$ cat src/rtl/crc_pdu_pkg.sv
`timescale 1ns / 1ps
// Shared types and codes for the CRC polynomial divider.
package crc_pdu_pkg;

	localparam int GEN_WIDTH_DEF = 16;
	localparam int REM_WIDTH     = 16;
	localparam int CFG_WIDTH     = 16;
	localparam int DEG_WIDTH     = 4;
	localparam int IDX_WIDTH     = 2;
	localparam int CNT_WIDTH     = 5;

	typedef logic [1:0] kind_t;
	typedef logic [1:0] status_t;
	typedef logic [IDX_WIDTH-1:0] reg_idx_t;

	localparam kind_t KIND_QUOT   = 2'd0;
	localparam kind_t KIND_REM    = 2'd1;
	localparam kind_t KIND_STATUS = 2'd2;

	localparam status_t ST_OK       = 2'd0;
	localparam status_t ST_ERROR    = 2'd1;
	localparam status_t ST_IMPROPER = 2'd2;

	localparam reg_idx_t REG_GENERATOR  = 2'd0;
	localparam reg_idx_t REG_DEGREE     = 2'd1;
	localparam reg_idx_t REG_CHECK_MODE = 2'd2;

	typedef struct packed {
		logic shift;
		logic clear;
		logic xor_en;
	} cell_ctl_t;

endpackage

$ cat src/rtl/crc_pdu_if.sv
`timescale 1ns / 1ps
// Valid/ready channel interfaces for frame bits and result words.
interface crc_pdu_frame_if;
	logic valid;
	logic ready;
	logic data_bit;
	logic frame_end;

	modport source (output valid, output data_bit, output frame_end, input ready);
	modport sink (input valid, input data_bit, input frame_end, output ready);
endinterface

interface crc_pdu_result_if;
	logic                  valid;
	logic                  ready;
	crc_pdu_pkg::kind_t    kind;
	logic                  bit_value;
	crc_pdu_pkg::status_t  status;
	logic                  last;

	modport source (output valid, output kind, output bit_value, output status,
		output last, input ready);
	modport sink (input valid, input kind, input bit_value, input status,
		input last, output ready);
endinterface

$ cat src/rtl/crc_polynomial_divider_unit.sv
`timescale 1ns / 1ps
// Top level: bit-serial CRC divider built from a chain of remainder cells.
//
//   channel   dir   width           word
//   frame     in    1+1             data_bit, frame_end
//   result    out   2+1+2+1         kind, bit_value, status, last
//   wr_*      in    1+2+16          register write: enable, index, data
//
// One frame bit is taken per cycle unless the output or a frame end stalls it;
// each yields at most one quotient word. After a proper final bit the block
// emits degree zero-fed quotient words (encode only), degree remainder words
// and one status word, one per cycle while the output register advances.
// A single output register separates the sides; it advances when empty or taken.
// Reset clears remainder cells, bit counter, generator, mode; degree becomes 1.
module crc_polynomial_divider_unit #(
	parameter int GEN_WIDTH = crc_pdu_pkg::GEN_WIDTH_DEF
) (
	input  logic                                clk,
	input  logic                                arst_n,
	crc_pdu_frame_if.sink                       frame,
	crc_pdu_result_if.source                    result,
	input  logic                                wr_en,
	input  crc_pdu_pkg::reg_idx_t               wr_index,
	input  logic [crc_pdu_pkg::CFG_WIDTH-1:0]   wr_data
);
	import crc_pdu_pkg::*;

	localparam int NCELL  = (GEN_WIDTH > REM_WIDTH) ? REM_WIDTH : GEN_WIDTH;
	localparam int IDXW   = $clog2(NCELL);
	localparam int MAXDEG = GEN_WIDTH - 1;

	localparam logic [1:0] S_RUN  = 2'd0;
	localparam logic [1:0] S_ENC  = 2'd1;
	localparam logic [1:0] S_REM  = 2'd2;
	localparam logic [1:0] S_STAT = 2'd3;

	logic [CFG_WIDTH-1:0] generator_q;
	logic [DEG_WIDTH-1:0] degree_q;
	logic                 check_mode_q;

	logic [1:0]           state_q, state_d;
	logic [DEG_WIDTH-1:0] cnt_q, cnt_d;
	logic                 err_q, err_d;
	logic [CNT_WIDTH-1:0] bits_seen_q, bits_seen_d, bs_inc;

	logic [NCELL-1:0] rem_q;
	logic [NCELL-1:0] shifted;
	logic [NCELL-1:0] keep;
	logic             shift_in;
	cell_ctl_t        ctl;

	logic    adv, take, proper, enough, deg_fits, q;
	logic    nv, nbit, nlast;
	kind_t   nkind;
	status_t nstat;

	logic    res_valid_q;
	kind_t   kind_q;
	logic    bit_value_q;
	status_t status_q;
	logic    last_q;

	always_ff @(posedge clk or negedge arst_n) begin
		if (!arst_n) begin
			generator_q  <= '0;
			degree_q     <= DEG_WIDTH'(1);
			check_mode_q <= 1'b0;
		end else if (wr_en) begin
			unique case (wr_index)
				REG_GENERATOR:  generator_q  <= wr_data;
				REG_DEGREE:     degree_q     <= wr_data[DEG_WIDTH-1:0];
				REG_CHECK_MODE: check_mode_q <= wr_data[0];
				default: ;
			endcase
		end
	end

	assign shifted  = {rem_q[NCELL-2:0], shift_in};
	assign deg_fits = int'(degree_q) < NCELL;
	assign q        = deg_fits ? shifted[degree_q[IDXW-1:0]] : 1'b0;
	assign proper   = (degree_q != '0) && (int'(degree_q) <= MAXDEG) &&
		generator_q[degree_q] && generator_q[0];
	assign bs_inc   = (bits_seen_q == CNT_WIDTH'(REM_WIDTH)) ? bits_seen_q
		: bits_seen_q + CNT_WIDTH'(1);
	assign enough   = bs_inc >= ({1'b0, degree_q} + CNT_WIDTH'(1));

	assign adv          = !res_valid_q || result.ready;
	assign frame.ready  = adv && (state_q == S_RUN);
	assign take         = frame.valid && frame.ready;

	for (genvar i = 0; i < NCELL; i++) begin : g_cell
		assign keep[i] = CNT_WIDTH'(i) <= {1'b0, degree_q};
		crc_pdu_cell u_cell (
			.clk      (clk),
			.arst_n   (arst_n),
			.ctl      (ctl),
			.prev_bit (shifted[i]),
			.gen_bit  (generator_q[i]),
			.keep     (keep[i]),
			.bit_q    (rem_q[i])
		);
	end

	always_comb begin
		ctl         = '0;
		shift_in    = 1'b0;
		nv          = 1'b0;
		nkind       = KIND_QUOT;
		nbit        = 1'b0;
		nstat       = ST_OK;
		nlast       = 1'b0;
		state_d     = state_q;
		cnt_d       = cnt_q;
		err_d       = err_q;
		bits_seen_d = bits_seen_q;
		unique case (state_q)
			S_RUN: begin
				if (take) begin
					shift_in    = frame.data_bit;
					ctl.shift   = 1'b1;
					ctl.xor_en  = proper && enough && q;
					bits_seen_d = bs_inc;
					if (frame.frame_end) begin
						nv = 1'b1;
						if (proper && enough) begin
							nbit    = q;
							cnt_d   = degree_q;
							state_d = check_mode_q ? S_REM : S_ENC;
						end else begin
							nkind       = KIND_STATUS;
							nstat       = ST_IMPROPER;
							nlast       = 1'b1;
							ctl.clear   = 1'b1;
							bits_seen_d = '0;
						end
					end else begin
						nv   = proper && enough;
						nbit = q;
					end
				end
			end
			S_ENC: begin
				if (adv) begin
					ctl.shift  = 1'b1;
					ctl.xor_en = q;
					nv         = 1'b1;
					nbit       = q;
					cnt_d      = cnt_q - DEG_WIDTH'(1);
					if (cnt_q == DEG_WIDTH'(1)) begin
						cnt_d   = degree_q;
						state_d = S_REM;
					end
				end
			end
			S_REM: begin
				if (adv) begin
					ctl.shift = 1'b1;
					nv        = 1'b1;
					nkind     = KIND_REM;
					nbit      = q;
					err_d     = err_q | q;
					cnt_d     = cnt_q - DEG_WIDTH'(1);
					if (cnt_q == DEG_WIDTH'(1)) begin
						state_d = S_STAT;
					end
				end
			end
			S_STAT: begin
				if (adv) begin
					nv          = 1'b1;
					nkind       = KIND_STATUS;
					nstat       = (check_mode_q && err_q) ? ST_ERROR : ST_OK;
					nlast       = 1'b1;
					ctl.clear   = 1'b1;
					bits_seen_d = '0;
					err_d       = 1'b0;
					state_d     = S_RUN;
				end
			end
		endcase
	end

	always_ff @(posedge clk or negedge arst_n) begin
		if (!arst_n) begin
			state_q     <= S_RUN;
			cnt_q       <= '0;
			err_q       <= 1'b0;
			bits_seen_q <= '0;
			res_valid_q <= 1'b0;
		end else begin
			state_q     <= state_d;
			cnt_q       <= cnt_d;
			err_q       <= err_d;
			bits_seen_q <= bits_seen_d;
			if (adv) begin
				res_valid_q <= nv;
			end
		end
	end

	always_ff @(posedge clk) begin
		if (adv && nv) begin
			kind_q      <= nkind;
			bit_value_q <= nbit;
			status_q    <= nstat;
			last_q      <= nlast;
		end
	end

	assign result.valid     = res_valid_q;
	assign result.kind      = kind_q;
	assign result.bit_value = bit_value_q;
	assign result.status    = status_q;
	assign result.last      = last_q;

endmodule

$ cat src/rtl/crc_pdu_cell.sv
`timescale 1ns / 1ps
// One partial-remainder bit: shift from neighbor, conditional XOR, or clear.
module crc_pdu_cell (
	input  logic                   clk,
	input  logic                   arst_n,
	input  crc_pdu_pkg::cell_ctl_t ctl,
	input  logic                   prev_bit,
	input  logic                   gen_bit,
	input  logic                   keep,
	output logic                   bit_q
);
	import crc_pdu_pkg::*;

	always_ff @(posedge clk or negedge arst_n) begin
		if (!arst_n) begin
			bit_q <= 1'b0;
		end else if (ctl.clear) begin
			bit_q <= 1'b0;
		end else if (ctl.shift) begin
			bit_q <= keep & (prev_bit ^ (ctl.xor_en & gen_bit));
		end
	end

endmodule
$ cat src/flat_wrapper.sv
// flat-port wrapper written by rule: the top's interface ports become plain ports
module crc_polynomial_divider_unit_flat import crc_pdu_pkg::*;
#(
	parameter int GEN_WIDTH = crc_pdu_pkg::GEN_WIDTH_DEF
)
  (clk, arst_n, wr_en, wr_index, wr_data, frame_valid, frame_data_bit, frame_frame_end, frame_ready, result_valid, result_kind, result_bit_value, result_status, result_last, result_ready);
  crc_pdu_frame_if frame_i ();
  crc_pdu_result_if result_i ();
  input  logic clk;
  input  logic arst_n;
  input  logic wr_en;
  input  crc_pdu_pkg::reg_idx_t wr_index;
  input  logic [crc_pdu_pkg::CFG_WIDTH-1:0] wr_data;
  input wire logic [$bits(frame_i.valid)-1:0] frame_valid;
  input wire logic [$bits(frame_i.data_bit)-1:0] frame_data_bit;
  input wire logic [$bits(frame_i.frame_end)-1:0] frame_frame_end;
  output wire logic [$bits(frame_i.ready)-1:0] frame_ready;
  output wire logic [$bits(result_i.valid)-1:0] result_valid;
  output wire logic [$bits(result_i.kind)-1:0] result_kind;
  output wire logic [$bits(result_i.bit_value)-1:0] result_bit_value;
  output wire logic [$bits(result_i.status)-1:0] result_status;
  output wire logic [$bits(result_i.last)-1:0] result_last;
  input wire logic [$bits(result_i.ready)-1:0] result_ready;
  assign frame_i.valid = frame_valid;
  assign frame_i.data_bit = frame_data_bit;
  assign frame_i.frame_end = frame_frame_end;
  assign frame_ready = frame_i.ready;
  assign result_valid = result_i.valid;
  assign result_kind = result_i.kind;
  assign result_bit_value = result_i.bit_value;
  assign result_status = result_i.status;
  assign result_last = result_i.last;
  assign result_i.ready = result_ready;
  crc_polynomial_divider_unit #(.GEN_WIDTH(GEN_WIDTH)) u_core (.clk(clk), .arst_n(arst_n), .frame(frame_i), .result(result_i), .wr_en(wr_en), .wr_index(wr_index), .wr_data(wr_data));
endmodule
$ cat config.mk
export PLATFORM = sky130hd
export DESIGN_NAME = crc_polynomial_divider_unit_flat
export DESIGN_NICKNAME = d
export VERILOG_FILES = /design/src/rtl/crc_pdu_pkg.sv /design/src/rtl/crc_pdu_if.sv /design/src/rtl/crc_polynomial_divider_unit.sv /design/src/rtl/crc_pdu_cell.sv /design/src/flat_wrapper.sv
export SDC_FILE = /design/constraint.sdc
export NUM_CORES = 1
export LEC_CHECK = 0
export BUFFER_PORTS_ARGS = -buffer_cell sky130_fd_sc_hd__buf_2
export CORE_MARGIN = 4
export CORE_UTILIZATION = 35
export CTS_BUF_LIST = sky130_fd_sc_hd__clkbuf_4 sky130_fd_sc_hd__clkbuf_8
export CTS_CLUSTER_SIZE = 10
export DETAILED_ROUTE_END_ITERATION = 7
export SYNTH_ARGS = -nofsm -noshare
export SYNTH_HDL_FRONTEND = slang
export SYNTH_SLANG_ARGS = --single-unit
$ cat constraint.sdc
create_clock -name clk -period 10.19 [get_ports clk]
set_clock_uncertainty 0.1 [all_clocks]
set_input_delay 1.019 -clock clk [delete_from_list [all_inputs] [get_ports clk]]
set_output_delay 1.019 -clock clk [all_outputs]
set_load 0.05 [all_outputs]
# Word-level counts from Yosys, hierarchy flattened
# Cells that the tools add are included.
dict set report totals {
  regBits 55
  out_inout_bits 8
}
dict set report classes {
  addsub 3
  n_lt_le_gt_ge 16
  n_eq_ne 15
  muxes 88
  n_bitwise 45
  reduce_logical 26
}
# operator n
set ops {}
lappend ops {{$mux 1} 48}
lappend ops {{$and 1x1->1} 29}
lappend ops {{$le 4x4->1 const A} 7}
lappend ops {{$mux 2} 14}
lappend ops {{$mux 5} 5}
lappend ops {{$mux 4} 6}
lappend ops {{$le 3x4->1 const A} 4}
lappend ops {{$xor 1x1->1} 15}
lappend ops {{$pmux 1 s2} 7}
lappend ops {{$ne 2x1->1 const B} 6}
lappend ops {{$pmux 4 s3} 1}
lappend ops {{$pmux 5 s2} 1}
lappend ops {{$bmux 1 s4} 2}
lappend ops {{$le 2x4->1 const A} 2}
lappend ops {{$logic_and 1x1->1} 8}
lappend ops {{$pmux 2 s4} 1}
lappend ops {{$reduce_and 8->1} 1}
lappend ops {{$eq 2x2->1 const B} 3}
lappend ops {{$pmux 2 s3} 1}
lappend ops {{$reduce_and 2->1} 3}
lappend ops {{$reduce_and 3->1} 2}
lappend ops {{$reduce_and 6->1} 1}
lappend ops {{$reduce_bool 2->1} 3}
lappend ops {{$add 4x1->5 const B} 1}
lappend ops {{other kinds (19)} 22}

# Depth between registers and ports, before layout
dict set report logic_depth {
  depth_word 16
  depth_mapped 14
  depth_no_buf 12
}

# Hierarchy
# A second synthesis with hierarchy kept.
dict set report unflattened {
  hier_cells 343
  hier_area_um2 3425.8
}
# mod n_inst cells_each area_each_um2 seq_area_each_um2
set modules_own_cells {}
lappend modules_own_cells {crc_polynomial_divider_unit 1 238 2562.5 1032.2}
lappend modules_own_cells {crc_pdu_cell 15 7 57.6 25.0}

# Worst setup path after synthesis
# OpenSTA, ideal clock, no wires.
dict set report synth_timing {
  path_kind {reg2reg}
  from {register u_core.bits_seen_q[0]}
  to {register u_core.g_cell[6].u_cell.bit_q}
  setup_time_ns 0.095
  t_arrival_ns 3.028
  required_ns 9.995
  slack_ns 6.967
  path_stages_with_launch 13
  path_buffers 1
  cell_sequence {dfrtp_1 -> inv_1 -> ha_1 -> nor4bb_1 -> mux2_2 -> ha_1 -> a31oi_1 -> o21ai_0 -> a41o_4 -> buf_6 -> nand3_1 -> xor2_1 -> o31ai_1}
}
dict set report synth_via {
  elab_chain_cells 12
}
# element line
set synth_lines {}
lappend synth_lines {{start: declaration} crc_polynomial_divider_unit.sv:44} ;# logic [CNT_WIDTH-1:0] bits_seen_q, bits_seen_d, bs_inc;
lappend synth_lines {{start signal: assignment} crc_polynomial_divider_unit.sv:194} ;# bits_seen_q <= bits_seen_d;
lappend synth_lines {{$add 5x1->5 / $eq 5x5->1 (equally long branches)} {crc_polynomial_divider_unit.sv:84, crc_polynomial_divider_unit.sv:83}}
lappend synth_lines {{$mux 5 (*)} crc_polynomial_divider_unit.sv:83} ;# assign bs_inc = (bits_seen_q == CNT_WIDTH'(REM_WIDTH)) ? bits_seen_q
lappend synth_lines {{$ge 5x5->1 (*)} crc_polynomial_divider_unit.sv:85} ;# assign enough = bs_inc >= ({1'b0, degree_q} + CNT_WIDTH'(1));
lappend synth_lines {{$logic_and 1x1->1 (*)} {crc_polynomial_divider_unit.sv:121, crc_polynomial_divider_unit.sv:125}}
lappend synth_lines {{$logic_and 1x1->1} crc_polynomial_divider_unit.sv:121} ;# ctl.xor_en = proper && enough && q;
lappend synth_lines {{$mux 3 (*)} crc_polynomial_divider_unit.sv:118} ;# if (take) begin
lappend synth_lines {{$pmux 1 s2} crc_polynomial_divider_unit.sv:116} ;# unique case (state_q)
lappend synth_lines {{$and 1x1->1} crc_pdu_cell.sv:20} ;# bit_q <= keep & (prev_bit ^ (ctl.xor_en & gen_bit));
lappend synth_lines {{$xor 1x1->1} crc_pdu_cell.sv:20}
lappend synth_lines {{$and 1x1->1} crc_pdu_cell.sv:20}
lappend synth_lines {{$mux 1} crc_pdu_cell.sv:19} ;# end else if (ctl.shift) begin
lappend synth_lines {{$mux 1} crc_pdu_cell.sv:17} ;# end else if (ctl.clear) begin
lappend synth_lines {{end signal: assignment} crc_pdu_cell.sv:20}
lappend synth_lines {{end: declaration} crc_pdu_cell.sv:10} ;# output logic bit_q
# Every way passes the cells marked *; elsewhere a longest branch is shown, timed or not. The select of a mux whose other input is x is not followed.
# A chain may end at the register's enable or synchronous reset.

# Worst setup path after layout
dict set report layout_timing {
  from {register u_core.bits_seen_q[0]}
  to {register u_core.g_cell[5].u_cell.bit_q}
}
dict set report layout_via {
  elab_chain_cells 12
}
# element line
set layout_lines {}
lappend layout_lines {{$add 5x1->5 / $eq 5x5->1 (equally long branches)} {crc_polynomial_divider_unit.sv:84, crc_polynomial_divider_unit.sv:83}}
lappend layout_lines {{$mux 5 (*)} crc_polynomial_divider_unit.sv:83}
lappend layout_lines {{$ge 5x5->1 (*)} crc_polynomial_divider_unit.sv:85}
lappend layout_lines {{$logic_and 1x1->1 (*)} {crc_polynomial_divider_unit.sv:121, crc_polynomial_divider_unit.sv:125}}
lappend layout_lines {{$logic_and 1x1->1} crc_polynomial_divider_unit.sv:121}
lappend layout_lines {{$mux 3 (*)} crc_polynomial_divider_unit.sv:118}
lappend layout_lines {{$pmux 1 s2} crc_polynomial_divider_unit.sv:116}
lappend layout_lines {{$and 1x1->1} crc_pdu_cell.sv:20}
lappend layout_lines {{$xor 1x1->1} crc_pdu_cell.sv:20}
lappend layout_lines {{$and 1x1->1} crc_pdu_cell.sv:20}
lappend layout_lines {{$mux 1} crc_pdu_cell.sv:19}
lappend layout_lines {{$mux 1} crc_pdu_cell.sv:17}
lappend layout_lines {{end signal: assignment} crc_pdu_cell.sv:20}
lappend layout_lines {{end: declaration} crc_pdu_cell.sv:10}
# Marked as above.

==> metrics.txt <==
Layout Nets=394; Critical R2R Launch=u_core.bits_seen_q[0]$_DFFE_PN0P_; Post-Place Cell Area=roughly 3600 um^2; grt peak-use layer=met2; clock slew at reported path FFs=approximately 0.1 ns; hold path depth=2; Reg2Reg Setup Slack=6.64 ns; GR Util met3=0.0243; Sequential cell area=1410 um^2; Initial Utilization=0.363; max-cap violations=0; DR iter-0 viols=142; final instance area=approximately 3700 um^2; WL final=7.36 mm; Crit Path Category=reg -> reg; number of global-route vias before repair=~2500; post_cts resized=0; number of flops mapped to enable cells by yosys=6; CTS HTree Levels=2; die area=11200 um^2; commonest non-fill, non-tap cell in the layout=dfrtp_1; worst hold path type=reg -> reg; hold path start=u_core.g_cell[14].u_cell.bit_q$_DFFE_PN0P_; post-synthesis async set-or-reset flop share=0.891; Worst Path Max Fanout=15; Worst Max-Slew Pin Slew=around 1.1 ns; clock sink count=55; post-route minimum period=3.55 ns; Vias=2491; Mapped Area=3370 um^2; initial antenna violation count=0; Max Clk Rate=0.282 GHz; Leak=1.58 nW; root buf cell=clkbuf_8; Critical Path AT=3.67 ns; DRT antenna net count=0; commonest non-fill, non-tap cells in the layout=dfrtp_1 (48), nand2_1 (38), buf_2 (32); worst vdd ir=101 uV; Total Power=0.931 mW; Hold Violations, Final=0; Pre-antenna DRT Iters=4; setup TNS=0 ns; clock buffer depth=2; # diodes=0; PD cells=251 nW/um^2; status=finished clean; CTS tree=built; max-slew violations=0; Avg Inst Size Synth=about 10 um^2; gpl congestion=0.821; GR Overflow Total=0; Buffers on Ports=32; Seq/Total Area, Yosys=0.418; Avg Vias per Cell=5.17; period utilization=0.348; hold bufs inserted after CTS=0; TritonCTS Buffers=5; synth warn=0; Total Routing Usage GR=0.138; largest net degree at the start of global routing=50; cell count after synthesis=327; drt wl/cell=between 15 and 20 um; met1 Usage GRT=0.198; Syn Nets=369; R2R cell count=11; Setup Buffers After CTS=0; Worst setup EP type=flop; GRT met2 Usage=0.214; footprint of the multi-input gates=1820 um^2; Post-synth top flop=dfrtp_1; share of cells above drive strength 1=0.212; Worst Path Required=10.31 ns; die width=around 110 um; first-pass GRT wire length=around 13 mm; Rows=35; hold path endpoint=u_core.g_cell[14].u_cell.bit_q$_DFFE_PN0P_; Slew headroom=0.237; Filler cells=961; core region area=9280 um^2; Top Ports=33; die height=106 um; Layout area overhead=10.2%; r2r endpoint=u_core.g_cell[5].u_cell.bit_q$_DFFE_PN0P_; final setup fails=0; Detailed Place HPWL=between 5 and 6 mm; Synth cell types=49; DRC viols=0; post-synthesis sequential element count=55; clk_lat worst skew=0.32 ns; CP Launch Type=flop; RSZ-0062 raised after global routing=no
[cell usage after synthesis, types with 9 or more instances]
library cell,count,share of area
dfrtp_1,48,0.36
nand2_1,38,0.042
mux2_2,22,0.074
nand3_1,22,0.033
o21ai_0,18,0.027
ha_1,17,0.063
nor2_1,14,0.016
xor2_1,14,0.036
inv_1,13,0.014
o31ai_1,13,0.029
a21oi_1,9,0.013
clkbuf_1,9,0.010
[final cells by class]
type	count	share of cell area
timing repair buffer	34	0.0472
clock buffer	6	0.0206
sequential	55	0.379
multi-input combinational	243	0.491
clock inverter	2	0.00472
inverter	13	0.0132
tap	129	0.0435
[sequential cells by signal, indices dropped and copies added (netlist names)]
| register | cells |
|---|---|
| u_core.generator_q | 16 |
| u_core.g_cell.u_cell.bit_q | 15 |
| u_core.bits_seen_q | 5 |
| u_core.cnt_q | 4 |
| u_core.degree_q | 4 |
| u_core.result.kind | 2 |
| u_core.result.status | 2 |
| u_core.state_q | 2 |
| u_core.check_mode_q | 1 |
| u_core.err_q | 1 |
| u_core.result.bit_value | 1 |
| u_core.result.last | 1 |
| u_core.result.valid | 1 |
[critical path, stage by stage, from the launching register on]
cell	delay (ns)
dfrtp_1	0.42
inv_1	0.10
ha_1	0.15
nor4bb_1	0.53
mux2_2	0.42
ha_1	0.28
a31oi_1	0.07
o21ai_0	0.46
a41o_4	0.44
nand3_1	0.12
xor2_1	0.17
o31ai_1	0.21
[logic make-up (layout without fill, tap and decap cells)]
| logic type | count (synthesis) | after routing | synth area share |
|---|---|---|---|
| and+or+nand+nor | 104 | 104 | 0.146 |
| AOI/OAI and AO/OA | 65 | 65 | 0.138 |
| DFF | 55 | 55 | 0.418 |
| muxes | 36 | 36 | 0.138 |
| buffers and inverters | 29 | 55 | 0.0416 |
| xor gates and xnor gates | 21 | 21 | 0.0546 |
| adders and majority gates | 17 | 17 | 0.0632 |
[stage by stage]
| step | util | std cells | hold WS [ns] | worst slack (ns) |
|---|---|---|---|---|
| floorplan | - | 327 | 0.348 | 6.97 |
| global placement | 0.389 | 474 | 0.360 | 6.75 |
| detailed placement | 0.389 | 474 | 0.376 | 6.64 |
| CTS | 0.400 | 482 | 0.399 | 6.63 |
| global route | 0.400 | 482 | 0.427 | 6.36 |
| finish | 0.400 | 482 | 0.400 | 6.64 |
[power breakdown]
group,switching [mW],internal [mW]
Sequential,0.0650,0.285
Clock,0.0766,0.0528
Combinational,0.283,0.169
[how the worst max path moves through the flow]
stage | to | slack (ns) | startpoint
finish | u_core.g_cell[5].u_cell.bit_q$_DFFE_PN0P_ | 6.64 | u_core.bits_seen_q[0]$_DFFE_PN0P_
global route | u_core.cnt_q[3]$_DFFE_PN0P_ | 6.36 | u_core.bits_seen_q[0]$_DFFE_PN0P_
CTS | u_core.g_cell[3].u_cell.bit_q$_DFFE_PN0P_ | 6.63 | u_core.bits_seen_q[0]$_DFFE_PN0P_
detailed placement | u_core.g_cell[13].u_cell.bit_q$_DFFE_PN0P_ | 6.64 | u_core.bits_seen_q[0]$_DFFE_PN0P_
global placement | u_core.g_cell[11].u_cell.bit_q$_DFFE_PN0P_ | 6.75 | u_core.bits_seen_q[0]$_DFFE_PN0P_
floorplan | u_core.g_cell[6].u_cell.bit_q$_DFFE_PN0P_ | 6.97 | u_core.bits_seen_q[0]$_DFFE_PN0P_
[layer usage]
layer,routed length [um],share of wire,up-vias
li1,-,-,1230
met1,3740,0.51,1190
met2,3220,0.44,62
met3,309,0.042,9
met4,93,0.013,0
met5,0,0,-
(Power assumes the default switching activity.)
